### src/hdl/lcdng_pkg.sv
// Shared types, command codes and helper functions for the character-LCD nibble generator.
package lcdng_pkg;

   localparam int QueueDepthDefault = 2;

   localparam int StepW = 4;
   localparam logic [StepW-1:0] INIT_LAST_STEP = 4'd11;

   typedef enum logic [3:0] {
      OP_INIT        = 4'd0,
      OP_CLEAR       = 4'd1,
      OP_CURSOR_OFF  = 4'd2,
      OP_CURSOR_ON   = 4'd3,
      OP_DISPLAY_OFF = 4'd4,
      OP_DISPLAY_ON  = 4'd5,
      OP_GOTO        = 4'd6,
      OP_DATA        = 4'd7,
      OP_WRAP_START  = 4'd8,
      OP_WRAP_CHAR   = 4'd9,
      OP_GLYPH_ADDR  = 4'd10
   } op_type;

   typedef enum logic {
      CSR_LINE_COUNT     = 1'b0,
      CSR_CHARS_PER_LINE = 1'b1
   } csr_index_type;

   localparam logic RS_CMD = 1'b0;
   localparam logic RS_DAT = 1'b1;

   localparam logic [7:0] CMD_CLEAR      = 8'h01;
   localparam logic [7:0] CMD_ENTRY_MODE = 8'h06;
   localparam logic [7:0] CMD_DISP_OFF   = 8'h08;
   localparam logic [7:0] CMD_DISP_ON    = 8'h0C;
   localparam logic [7:0] CMD_CURSOR_ON  = 8'h0E;
   localparam logic [7:0] CMD_FUNC_1L    = 8'h20;
   localparam logic [7:0] CMD_FUNC_2L    = 8'h28;
   localparam logic [7:0] CMD_DDRAM      = 8'h80;
   localparam logic [1:0] CMD_CGRAM_TOP  = 2'b01;

   localparam logic [3:0] NIB_WAKE       = 4'h3;
   localparam logic [3:0] NIB_4BIT       = 4'h2;

   localparam logic [2:0] LINE_COUNT_RESET = 3'd2;
   localparam logic [5:0] CHARS_RESET      = 6'd16;

   typedef struct packed {
      logic       is_init;
      logic       two_line;
      logic [7:0] byte0;
      logic       rs0;
      logic       has_byte1;
      logic [7:0] byte1;
      logic       rs1;
   } job_type;

   // Set DDRAM address command for a column and line under the given line map.
   function automatic logic [7:0] addr_cmd(input logic [5:0] pos, input logic [1:0] ln,
                                           input logic [2:0] line_count);
      logic [7:0] addr;
      if (line_count == 3'd2) begin
         addr = {ln, 6'b0} + {2'b00, pos};
      end else if (line_count == 3'd4) begin
         addr = {1'b0, ln[1], 6'b0} + (ln[0] ? 8'd20 : 8'd0) + {2'b00, pos};
      end else begin
         addr = {2'b00, pos};
      end
      return CMD_DDRAM | {1'b0, addr[6:0]};
   endfunction

   function automatic logic [2:0] lines_in_use(input logic [2:0] line_count);
      if (line_count == 3'd2) return 3'd2;
      if (line_count == 3'd4) return 3'd4;
      return 3'd1;
   endfunction

   // Power-up sequence: three wake nibbles, switch to 4-bit, then four command bytes.
   function automatic logic [3:0] init_nibble(input logic [StepW-1:0] step,
                                              input logic two_line);
      logic [3:0] nib;
      case (step)
         4'd0, 4'd1, 4'd2: nib = NIB_WAKE;
         4'd3:             nib = NIB_4BIT;
         4'd4:             nib = CMD_FUNC_1L[7:4];
         4'd5:             nib = two_line ? CMD_FUNC_2L[3:0] : CMD_FUNC_1L[3:0];
         4'd6:             nib = CMD_ENTRY_MODE[7:4];
         4'd7:             nib = CMD_ENTRY_MODE[3:0];
         4'd8:             nib = CMD_DISP_ON[7:4];
         4'd9:             nib = CMD_DISP_ON[3:0];
         4'd10:            nib = CMD_CLEAR[7:4];
         4'd11:            nib = CMD_CLEAR[3:0];
         default:          nib = 4'h0;
      endcase
      return nib;
   endfunction

endpackage

### src/hdl/char_lcd_nibble_command_generator.sv
// Top level of the character-LCD nibble command generator.
// The first nibble of a transaction is registered in the job queue and then in the output register before it is valid.
// Throughput: one nibble per cycle from the sequencer while a job is queued and rsp_tready is high;
// a one-byte operation is two nibbles, a wrapped character with line break four and init twelve.
// A job queue of QUEUE_DEPTH entries separates decode from nibble output.
// Synchronous active-high reset: queue empty, line_count 2, chars_per_line 16, state zero.
module char_lcd_nibble_command_generator import lcdng_pkg::*; #(
   parameter int QUEUE_DEPTH = QueueDepthDefault
) (
   input  logic        clock,
   input  logic        reset,
   input  logic        csr_we,
   input  logic        csr_index,
   input  logic [5:0]  csr_wdata,
   input  logic        req_tvalid,
   output logic        req_tready,
   input  logic [23:0] req_tdata,  // data_byte[7:0], position[13:8], line[15:14], blink[16]
   input  logic [3:0]  req_tuser,  // operation[3:0]
   output logic        rsp_tvalid,
   input  logic        rsp_tready,
   output logic [7:0]  rsp_tdata,  // nibble[3:0]
   output logic        rsp_tuser,  // register_select[0]
   output logic        rsp_tlast
);

   logic    push;
   job_type push_job;
   logic    pop;
   logic    queue_full;
   logic    head_valid;
   job_type head_job;

   lcdng_front u_front (
      .clock      (clock),
      .reset      (reset),
      .csr_we     (csr_we),
      .csr_index  (csr_index),
      .csr_wdata  (csr_wdata),
      .req_tvalid (req_tvalid),
      .req_tready (req_tready),
      .req_tdata  (req_tdata),
      .req_tuser  (req_tuser),
      .queue_full (queue_full),
      .push       (push),
      .push_job   (push_job)
   );

   lcdng_queue #(.DEPTH(QUEUE_DEPTH)) u_queue (
      .clock      (clock),
      .reset      (reset),
      .push       (push),
      .push_job   (push_job),
      .pop        (pop),
      .full       (queue_full),
      .head_valid (head_valid),
      .head_job   (head_job)
   );

   lcdng_back u_back (
      .clock      (clock),
      .reset      (reset),
      .head_valid (head_valid),
      .head_job   (head_job),
      .pop        (pop),
      .rsp_tvalid (rsp_tvalid),
      .rsp_tready (rsp_tready),
      .rsp_tdata  (rsp_tdata),
      .rsp_tuser  (rsp_tuser),
      .rsp_tlast  (rsp_tlast)
   );

endmodule

### src/hdl/lcdng_front.sv
// Front end: config registers, operation decode, cursor and wrap tracking, job building.
module lcdng_front import lcdng_pkg::*; (
   input  logic        clock,
   input  logic        reset,
   input  logic        csr_we,
   input  logic        csr_index,
   input  logic [5:0]  csr_wdata,
   input  logic        req_tvalid,
   output logic        req_tready,
   input  logic [23:0] req_tdata,
   input  logic [3:0]  req_tuser,
   input  logic        queue_full,
   output logic        push,
   output job_type     push_job
);

   logic [2:0] line_count_ff, line_count_in;
   logic [5:0] chars_ff, chars_in;
   logic       cursor_shown_ff, cursor_shown_in;
   logic       cursor_blink_ff, cursor_blink_in;
   logic [5:0] wrap_col_ff, wrap_col_in;
   logic [1:0] wrap_line_ff, wrap_line_in;

   op_type     op;
   logic [7:0] data_byte;
   logic [5:0] position;
   logic [1:0] line;
   logic       blink;
   logic       accept;
   logic       op_valid;
   logic [5:0] next_col;
   logic [2:0] next_line;
   logic [1:0] brk_line;

   assign op        = op_type'(req_tuser);
   assign data_byte = req_tdata[7:0];
   assign position  = req_tdata[13:8];
   assign line      = req_tdata[15:14];
   assign blink     = req_tdata[16];

   assign req_tready = !queue_full;
   assign accept     = req_tvalid && req_tready;
   assign push       = accept && op_valid;

   assign next_col  = wrap_col_ff + 6'd1;
   assign next_line = {1'b0, wrap_line_ff} + 3'd1;
   assign brk_line  = (next_line >= lines_in_use(line_count_ff)) ? 2'd0 : next_line[1:0];

   always_comb begin
      line_count_in = line_count_ff;
      chars_in      = chars_ff;
      if (csr_we) begin
         unique case (csr_index_type'(csr_index))
            CSR_LINE_COUNT:     line_count_in = csr_wdata[2:0];
            CSR_CHARS_PER_LINE: chars_in      = csr_wdata;
            default: ;
         endcase
      end
   end

   always_comb begin
      cursor_shown_in = cursor_shown_ff;
      cursor_blink_in = cursor_blink_ff;
      wrap_col_in     = wrap_col_ff;
      wrap_line_in    = wrap_line_ff;
      op_valid        = 1'b1;
      push_job           = '0;
      push_job.two_line  = (line_count_ff == 3'd2);
      push_job.rs0       = RS_CMD;
      push_job.rs1       = RS_CMD;
      unique case (op)
         OP_INIT: begin
            push_job.is_init = 1'b1;
            cursor_shown_in  = 1'b0;
            cursor_blink_in  = 1'b0;
         end
         OP_CLEAR: push_job.byte0 = CMD_CLEAR;
         OP_CURSOR_OFF: begin
            push_job.byte0  = CMD_DISP_ON;
            cursor_shown_in = 1'b0;
            cursor_blink_in = 1'b0;
         end
         OP_CURSOR_ON: begin
            push_job.byte0  = CMD_CURSOR_ON | {7'b0, blink};
            cursor_shown_in = 1'b1;
            cursor_blink_in = blink;
         end
         OP_DISPLAY_OFF:
            push_job.byte0 = CMD_DISP_OFF | {6'b0, cursor_shown_ff, cursor_blink_ff};
         OP_DISPLAY_ON:
            push_job.byte0 = CMD_DISP_ON | {6'b0, cursor_shown_ff, cursor_blink_ff};
         OP_GOTO: push_job.byte0 = addr_cmd(position, line, line_count_ff);
         OP_DATA: begin
            push_job.byte0 = data_byte;
            push_job.rs0   = RS_DAT;
         end
         OP_WRAP_START: begin
            push_job.byte0 = addr_cmd(6'd0, 2'd0, line_count_ff);
            wrap_col_in    = 6'd0;
            wrap_line_in   = 2'd0;
         end
         OP_WRAP_CHAR: begin
            push_job.byte0 = data_byte;
            push_job.rs0   = RS_DAT;
            // a zero line length matches when the column wraps past 63
            if (next_col == chars_ff) begin
               push_job.has_byte1 = 1'b1;
               push_job.byte1     = addr_cmd(6'd0, brk_line, line_count_ff);
               wrap_col_in        = 6'd0;
               wrap_line_in       = brk_line;
            end else begin
               wrap_col_in = next_col;
            end
         end
         OP_GLYPH_ADDR: push_job.byte0 = {CMD_CGRAM_TOP, data_byte[2:0], 3'b000};
         default: op_valid = 1'b0;
      endcase
   end

   always_ff @(posedge clock) begin
      if (reset) begin
         line_count_ff   <= LINE_COUNT_RESET;
         chars_ff        <= CHARS_RESET;
         cursor_shown_ff <= 1'b0;
         cursor_blink_ff <= 1'b0;
         wrap_col_ff     <= 6'd0;
         wrap_line_ff    <= 2'd0;
      end else begin
         line_count_ff <= line_count_in;
         chars_ff      <= chars_in;
         if (accept) begin
            cursor_shown_ff <= cursor_shown_in;
            cursor_blink_ff <= cursor_blink_in;
            wrap_col_ff     <= wrap_col_in;
            wrap_line_ff    <= wrap_line_in;
         end
      end
   end

endmodule

### src/hdl/lcdng_queue.sv
// Small job queue between the decoder and the nibble sequencer.
module lcdng_queue import lcdng_pkg::*; #(
   parameter int DEPTH = QueueDepthDefault
) (
   input  logic    clock,
   input  logic    reset,
   input  logic    push,
   input  job_type push_job,
   input  logic    pop,
   output logic    full,
   output logic    head_valid,
   output job_type head_job
);

   localparam int IdxW = (DEPTH > 1) ? $clog2(DEPTH) : 1;
   localparam int CntW = $clog2(DEPTH + 1);
   localparam logic [IdxW-1:0] LastIdx = IdxW'(DEPTH - 1);
   localparam logic [CntW-1:0] DepthCnt = CntW'(DEPTH);

   job_type         mem_ff [DEPTH];
   logic [IdxW-1:0] wr_ptr_ff, wr_ptr_in;
   logic [IdxW-1:0] rd_ptr_ff, rd_ptr_in;
   logic [CntW-1:0] count_ff, count_in;

   assign full       = (count_ff == DepthCnt);
   assign head_valid = (count_ff != '0);
   assign head_job   = mem_ff[rd_ptr_ff];

   always_comb begin
      wr_ptr_in = wr_ptr_ff;
      rd_ptr_in = rd_ptr_ff;
      count_in  = count_ff;
      if (push) wr_ptr_in = (wr_ptr_ff == LastIdx) ? '0 : wr_ptr_ff + 1'b1;
      if (pop)  rd_ptr_in = (rd_ptr_ff == LastIdx) ? '0 : rd_ptr_ff + 1'b1;
      if (push && !pop)      count_in = count_ff + 1'b1;
      else if (pop && !push) count_in = count_ff - 1'b1;
   end

   always_ff @(posedge clock) begin
      if (reset) begin
         wr_ptr_ff <= '0;
         rd_ptr_ff <= '0;
         count_ff  <= '0;
      end else begin
         wr_ptr_ff <= wr_ptr_in;
         rd_ptr_ff <= rd_ptr_in;
         count_ff  <= count_in;
      end
   end

   always_ff @(posedge clock) begin
      if (push) mem_ff[wr_ptr_ff] <= push_job;
   end

endmodule

### src/hdl/lcdng_back.sv
// Back end: walks the head job nibble by nibble into the output register.
module lcdng_back import lcdng_pkg::*; (
   input  logic       clock,
   input  logic       reset,
   input  logic       head_valid,
   input  job_type    head_job,
   output logic       pop,
   output logic       rsp_tvalid,
   input  logic       rsp_tready,
   output logic [7:0] rsp_tdata,
   output logic       rsp_tuser,
   output logic       rsp_tlast
);

   logic [StepW-1:0] step_ff, step_in;
   logic             valid_ff, valid_in;
   logic [3:0]       nib_ff, nib_in;
   logic             rs_ff, rs_in;
   logic             last_ff, last_in;

   logic             load;
   logic             emit;
   logic             final_step;
   logic [7:0]       cur_byte;

   assign load = !valid_ff || rsp_tready;
   assign emit = load && head_valid;
   assign pop  = emit && final_step;

   always_comb begin
      cur_byte = step_ff[1] ? head_job.byte1 : head_job.byte0;
      if (head_job.is_init) begin
         nib_in     = init_nibble(step_ff, head_job.two_line);
         rs_in      = RS_CMD;
         final_step = (step_ff == INIT_LAST_STEP);
      end else begin
         nib_in     = step_ff[0] ? cur_byte[3:0] : cur_byte[7:4];
         rs_in      = step_ff[1] ? head_job.rs1 : head_job.rs0;
         final_step = (step_ff == (head_job.has_byte1 ? 4'd3 : 4'd1));
      end
      last_in  = final_step;
      valid_in = load ? emit : valid_ff;
      step_in  = step_ff;
      if (emit) step_in = final_step ? '0 : step_ff + 1'b1;
   end

   always_ff @(posedge clock) begin
      if (reset) begin
         step_ff  <= '0;
         valid_ff <= 1'b0;
      end else begin
         step_ff  <= step_in;
         valid_ff <= valid_in;
      end
   end

   always_ff @(posedge clock) begin
      if (emit) begin
         nib_ff  <= nib_in;
         rs_ff   <= rs_in;
         last_ff <= last_in;
      end
   end

   assign rsp_tvalid = valid_ff;
   assign rsp_tdata  = {4'b0000, nib_ff};
   assign rsp_tuser  = rs_ff;
   assign rsp_tlast  = last_ff;

   a_pop_needs_job : assert property (@(posedge clock) disable iff (reset)
      pop |-> head_valid) else $error("job retired from an empty queue");

   a_step_range : assert property (@(posedge clock) disable iff (reset)
      step_ff <= INIT_LAST_STEP) else $error("nibble step out of range");

   a_mid_job_held : assert property (@(posedge clock) disable iff (reset)
      (step_ff != '0) |-> head_valid) else $error("job left the queue mid sequence");

endmodule
### config.mk
export PLATFORM = sky130hd
export DESIGN_NAME = char_lcd_nibble_command_generator
export DESIGN_NICKNAME = d
export VERILOG_FILES = /design/src/hdl/lcdng_pkg.sv /design/src/hdl/char_lcd_nibble_command_generator.sv /design/src/hdl/lcdng_front.sv /design/src/hdl/lcdng_queue.sv /design/src/hdl/lcdng_back.sv
export SDC_FILE = /design/constraint.sdc
export NUM_CORES = 1
export LEC_CHECK = 0
export ABC_AREA = 0
export BUFFER_PORTS_ARGS = -buffer_cell sky130_fd_sc_hd__buf_4
export CAP_MARGIN = 10
export CORE_ASPECT_RATIO = 1.5
export CORE_UTILIZATION = 26
export DETAILED_ROUTE_END_ITERATION = 16
export PLACE_DENSITY_LB_ADDON = 0.15
export SYNTH_ARGS = -nofsm -noshare
export SYNTH_HDL_FRONTEND = slang
export SYNTH_SLANG_ARGS = --single-unit
### constraint.sdc
create_clock -name clock -period 4.2 [get_ports clock]
set_clock_uncertainty 0.2 [all_clocks]
set_input_delay 0.42 -clock clock [delete_from_list [all_inputs] [get_ports clock]]
set_output_delay 0.42 -clock clock [all_outputs]
set_load 0.02 [all_outputs]
After elaboration in Yosys (flattened, before gate mapping)
Memories as Yosys holds them, arrays and structs flattened. A register that Yosys moved wholly into a read port is not among the register bits.
Index checks and enable logic that the tools add are counted.
- $add $sub $neg: 11
- order comparisons: 1
- eq/ne operators: 24
- multiplexer cells: 43
- bitwise logic cells: 1
- reductions and logical operators: 27
- operators by type and width (kind ; number):
    8-bit case mux with 9 select lines ; 1
    4-bit by 3-bit == test with 1-bit output (second input constant) ; 7
    7-bit 2-to-1 mux ; 4
    4-bit case mux with 6 select lines ; 1
    4-bit == test (second input constant) ; 5
    9-bit 2-to-1 mux ; 2
    4-bit by 2-bit == test with 1-bit output (second input constant) ; 4
    4-bit 2-to-1 mux ; 4
    7-bit by 5-bit adder with 7-bit output ; 2
    7-bit by 6-bit adder with 7-bit output ; 2
    1-bit 2-to-1 mux ; 14
    3-bit 2-to-1 mux ; 4
    6-bit case mux with 2 select lines ; 1
    11-bit OR reduction ; 1
    2-bit 2-to-1 mux ; 5
    5-bit 2-to-1 mux ; 2
    4-bit by 1-bit == test with 1-bit output (second input constant) ; 2
    4-bit zero test ; 2
    8-bit 2-to-1 mux ; 1
    2-bit AND reduction ; 4
    2-bit nonzero test ; 4
    6-bit by 1-bit adder with 6-bit output (second input constant) ; 1
    6-bit == test ; 1
    1-bit logical AND ; 6
    other kinds (20) ; 27
- flip-flop bits (word level): 34
- bits in writable memories: 40
- bits of input ports: 40
- output and inout port bits: 12
- logic and storage cells: 122
- memories kept: 1
- memory list (name ; depth ; bits a word ; read ports ; clocked after memory_dff ; wr ports ; RTL line ; text):
    u_queue.mem_ff ; 2 ; 20 ; 1 ; 1 ; 1 ; lcdng_queue.sv:20 ; job_type mem_ff [DEPTH];

Depth between registers and ports, before layout
- depth after elaboration: 13
- gate-level depth with buffers: 10
- gate-level depth less buffers: 9

Modules after synthesis
A second synthesis with hierarchy kept.
- cell total of the unflattened synthesis: 391
- area, all modules: 4171.5 um^2
- modules (own cells, without submodules) (module ; times used ; cells each ; area an instance (um^2) ; seq. area each (um^2)):
    lcdng_queue ; 1 ; 87 ; 1717.9 ; 1361.3
    lcdng_front ; 1 ; 227 ; 1651.6 ; 380.4
    lcdng_back ; 1 ; 77 ; 802.0 ; 280.3

Worst setup path before layout
OpenSTA, ideal clock, no wires.
- path kind: reg2reg
- start: register u_front.line_count_ff[1]
- end: register u_front.wrap_line_ff[1]
- setup time: 0.072 ns
- arrival time: 2.367 ns
- required time: 3.928 ns
- slack: 1.562 ns
- cell stages (with the launch flop): 10
- buffers on the path: 0
- period minus slack after synthesis: 2.638 ns
- cell sequence: dfxtp_1 or3b_2 inv_1 nor2_1 ha_1 nand2b_1 a21o_1 a211o_1 or3b_2 mux2i_1
- RTL lines (what ; RTL line ; text):
    start, declared ; lcdng_front.sv:17 ; logic [2:0] line_count_ff, line_count_in;
    start signal, assigned ; lcdng_front.sv:129 ; line_count_ff <= line_count_in;
    end signal, assigned ; lcdng_front.sv:135 ; wrap_line_ff <= wrap_line_in;
    end, declared ; lcdng_front.sv:22 ; logic [1:0] wrap_line_ff, wrap_line_in;

==> impl_metrics.json <==
{
  "run_status": "complete, no violations",
  "synthesis.yosys.warnings": 0,
  "synth_sequential_area_ratio": 0.460,
  "timing.final.crit_share": 0.733,
  "final_wirelength_um": 8410,
  "ioPinCount": 52,
  "required_ns": 4.25,
  "holdCritPathClass": "in2reg",
  "timing.critical_path.to_type": "register",
  "worst_ep_arrival_time_ns": 3.13,
  "first_global_vias": 2576,
  "grt_usage": 0.130,
  "syn-instance-count": 341,
  "timing.critical_path.cells": "mux2_2 -> o41a_1 -> nor3b_4 -> inv_1 -> ha_1 -> or3_1 -> a21oi_1",
  "switchingPower_w": 0.000502,
  "worst_path_dominant_cell_family": "simple AND/OR/NAND/NOR gates",
  "cell_internal_power_w": 0.00142,
  "wire_length_of_the_first_global_routing_pass_um": 13300,
  "worst-setup-path-type": "reg2reg",
  "relSlewSlack": 0.538,
  "fmaxAchievable_mhz": 325,
  "hold_fix_buffers_at_cts": 0,
  "count_of_buffers_inserted_at_the_top_level_ports": 40,
  "design_power_total_w": 0.00192,
  "crit_buf_inv": 1,
  "cts_sinks": 63,
  "post-place-ws_ns": 1.09,
  "power_density_nw_per_um2": 455,
  "yosys_register_bits": 63,
  "diodes": 0,
  "worst_pin_slew_ns": 0.693,
  "final_layout_size_suffix_gt1_frac": 0.184,
  "synthDistinctLibCells": 55,
  "placement_rows": 51,
  "area_growth_pct": 21.1,
  "timing_max_transition_violations_final": 0,
  "final.min_clock_period_ns": 3.08,
  "die_height_um": 144,
  "sequentialPowerShare": 0.398,
  "timing.max_cap.violations": 0,
  "holdWs_ns": 0.114,
  "drt_wl_cell_um": 15.6,
  "share_clk_of_total_power": 0.412,
  "ys_async_sr_fraction": 0,
  "final_common_cell": "buf_4",
  "cts_repair_resize_count": 0,
  "cts_tree": "built",
  "setup-violations-final": 0,
  "detailedRoute.firstPassIterationCount": 4,
  "grt_setup_unrepaired": "false",
  "leakage_nw": 1.55,
  "combined_area_of_all_synthesized_cells_um2": 3480,
  "syn-mean-instance-area_um2": 10.2,
  "via_per_inst": 4.97,
  "post_cts_buffers": 0,
  "fp.dieW_um": 96.5,
  "detail-route-antenna-nets": 0,
  "post-route-drc-count": 0,
  "cts_buffers": 9,
  "timing.final.ws_setup_ns": 1.12,
  "pwr-share-comb": 0.190,
  "dp.final_hpwl_um": 6190,
  "cts.htree.levels": 3,
  "stdcell_area_um2": 4210,
  "critical_path.startpoint_type": "register",
  "start_util": 0.267,
  "layout.nets": 428,
  "core_um2": 13000,
  "hold_viol": 0,
  "worstPathMaxFanout": 11,
  "grt_start_max_net_pins": 32,
  "ir_worst_vdd_mv": 0.200,
  "grt_antenna_before_repair": 0,
  "cp_slowest_cell": "dfxtp_1",
  "via_count": 2679,
  "clkSlewWorstSetupHoldPaths_ns": 0.05,
  "clock_insertion_delay_worst_skew_ns": 0.32,
  "overflow": 0,
  "critPathMaxStageDelay_ns": 0.53,
  "synth-edff-count": 34,
  "sw_frac_of_total": 0.261,
  "synth_top_flop_cell": "edfxtp_1",
  "fillers": 1360,
  "design.die.area_um2": 13900,
  "detailedRoute.firstIterationViolations": 190,
  "detailed_place.area_um2": 3900,
  "gpl.final_weighted_congestion": 0.731,
  "cts_buffer_depth": 2,
  "root_buffer": "clkbuf_16",
  "finalSetupTns_ns": 0,
  "layout_common_cells": "buf_4 (43), edfxtp_1 (34), dfxtp_1 (29)"
}
==> synthesized netlist by cell type (5+ instances only) <==
| library cell | number | area (µm²) |
|---|---|---|
| edfxtp_1 | 34 | 1020 |
| dfxtp_1 | 29 | 581 |
| nor2_1 | 26 | 97.6 |
| a21oi_1 | 25 | 125 |
| nand2_1 | 22 | 82.6 |
| nor2b_1 | 15 | 93.8 |
| ha_1 | 13 | 163 |
| nor3_1 | 13 | 65.1 |
| nand3_1 | 11 | 55.1 |
| mux2i_1 | 9 | 90.1 |
| xnor2_1 | 9 | 78.8 |
| inv_1 | 8 | 30.0 |
| clkbuf_1 | 7 | 26.3 |
| o21ai_0 | 7 | 35.0 |
| and2_1 | 6 | 37.5 |
| buf_1 | 6 | 22.5 |
| buf_4 | 6 | 45.0 |
| xor2_1 | 6 | 52.6 |
| a211oi_1 | 5 | 37.5 |
| a31oi_1 | 5 | 31.3 |
| nand2b_1 | 5 | 31.3 |
| o221ai_1 | 5 | 43.8 |
==> power groups by stage <==
stage                     Clock, W  Combinational (W)  Sequential, W
final                     0.000791           0.000364       0.000764
after global routing      0.000844           0.000406       0.000774
after CTS                 0.000815           0.000369       0.000765
after detailed placement         0           0.000367       0.000778
after global placement           0           0.000366       0.000778
after floorplan                  0           0.000231       0.000785
==> path summary, 6_finish.rpt <==
check	cells after the start	slack [ns]	endpoint	start
max reg2reg	7	1.12	u_queue.count_ff[1]$_SDFFE_PP0P_	register
min	2	0.11	u_front.line_count_ff[1]$_SDFFE_PP1P_	csr_wdata[1]
min reg2reg	2	0.28	u_front.chars_ff[0]$_SDFFE_PP0P_	u_front.chars_ff[0]$_SDFFE_PP0P_
max	7	1.12	u_queue.count_ff[1]$_SDFFE_PP0P_	register
==> routing by layer <==
metal / global-route usage / vias to the layer above / wire, µm
met5: 0 / - / 0
met2: 0.229 / 44 / 4470
met1: 0.149 / 1304 / 3560
met4: 0.0464 / 0 / 78
li1: - / 1327 / -
met3: 0.0354 / 4 / 301
==> through the flow <==
stage / utilization / std cells
finish: 0.324 / 539
floorplan: - / 344
global placement: 0.300 / 523
CTS: 0.324 / 539
global route: 0.324 / 539
detailed placement: 0.300 / 523
==> logic make-up (layout without fill, tap and decap cells) <==
family	after synthesis	in the layout	synth area share
other	1	4	0.00108
DFF	63	63	0.460
AOI/OAI and AO/OA	77	77	0.155
adders and majority gates	13	13	0.0467
xor gates and xnor gates	15	15	0.0378
muxes	19	19	0.0712
buffers and inverters	31	67	0.0414
and+or+nand+nor	122	122	0.187
==> layout make-up <==
cell class	count	area [µm²]	area share
Multi-Input combinational cell	250	1750	0.414
Sequential cell	63	1600	0.380
Timing Repair Buffer	43	323	0.0766
Clock buffer	12	246	0.0585
Tap cell	159	199	0.0472
Clock inverter	4	68.8	0.0163
Inverter	8	30.0	0.00713
==> flip-flops by register name, summed over array words and instances (netlist names), 2 cells and up, named ones only <==
| signal | cells |
|---|---|
| u_back.nib_ff | 4 |
| u_back.step_ff | 4 |
| u_front.wrap_col_ff | 6 |
| u_front.line_count_ff | 3 |
| u_queue.mem_ff | 28 |
| u_front.wrap_line_ff | 2 |
| u_front.chars_ff | 6 |
| u_queue.count_ff | 2 |
(Power assumes the default switching activity.)
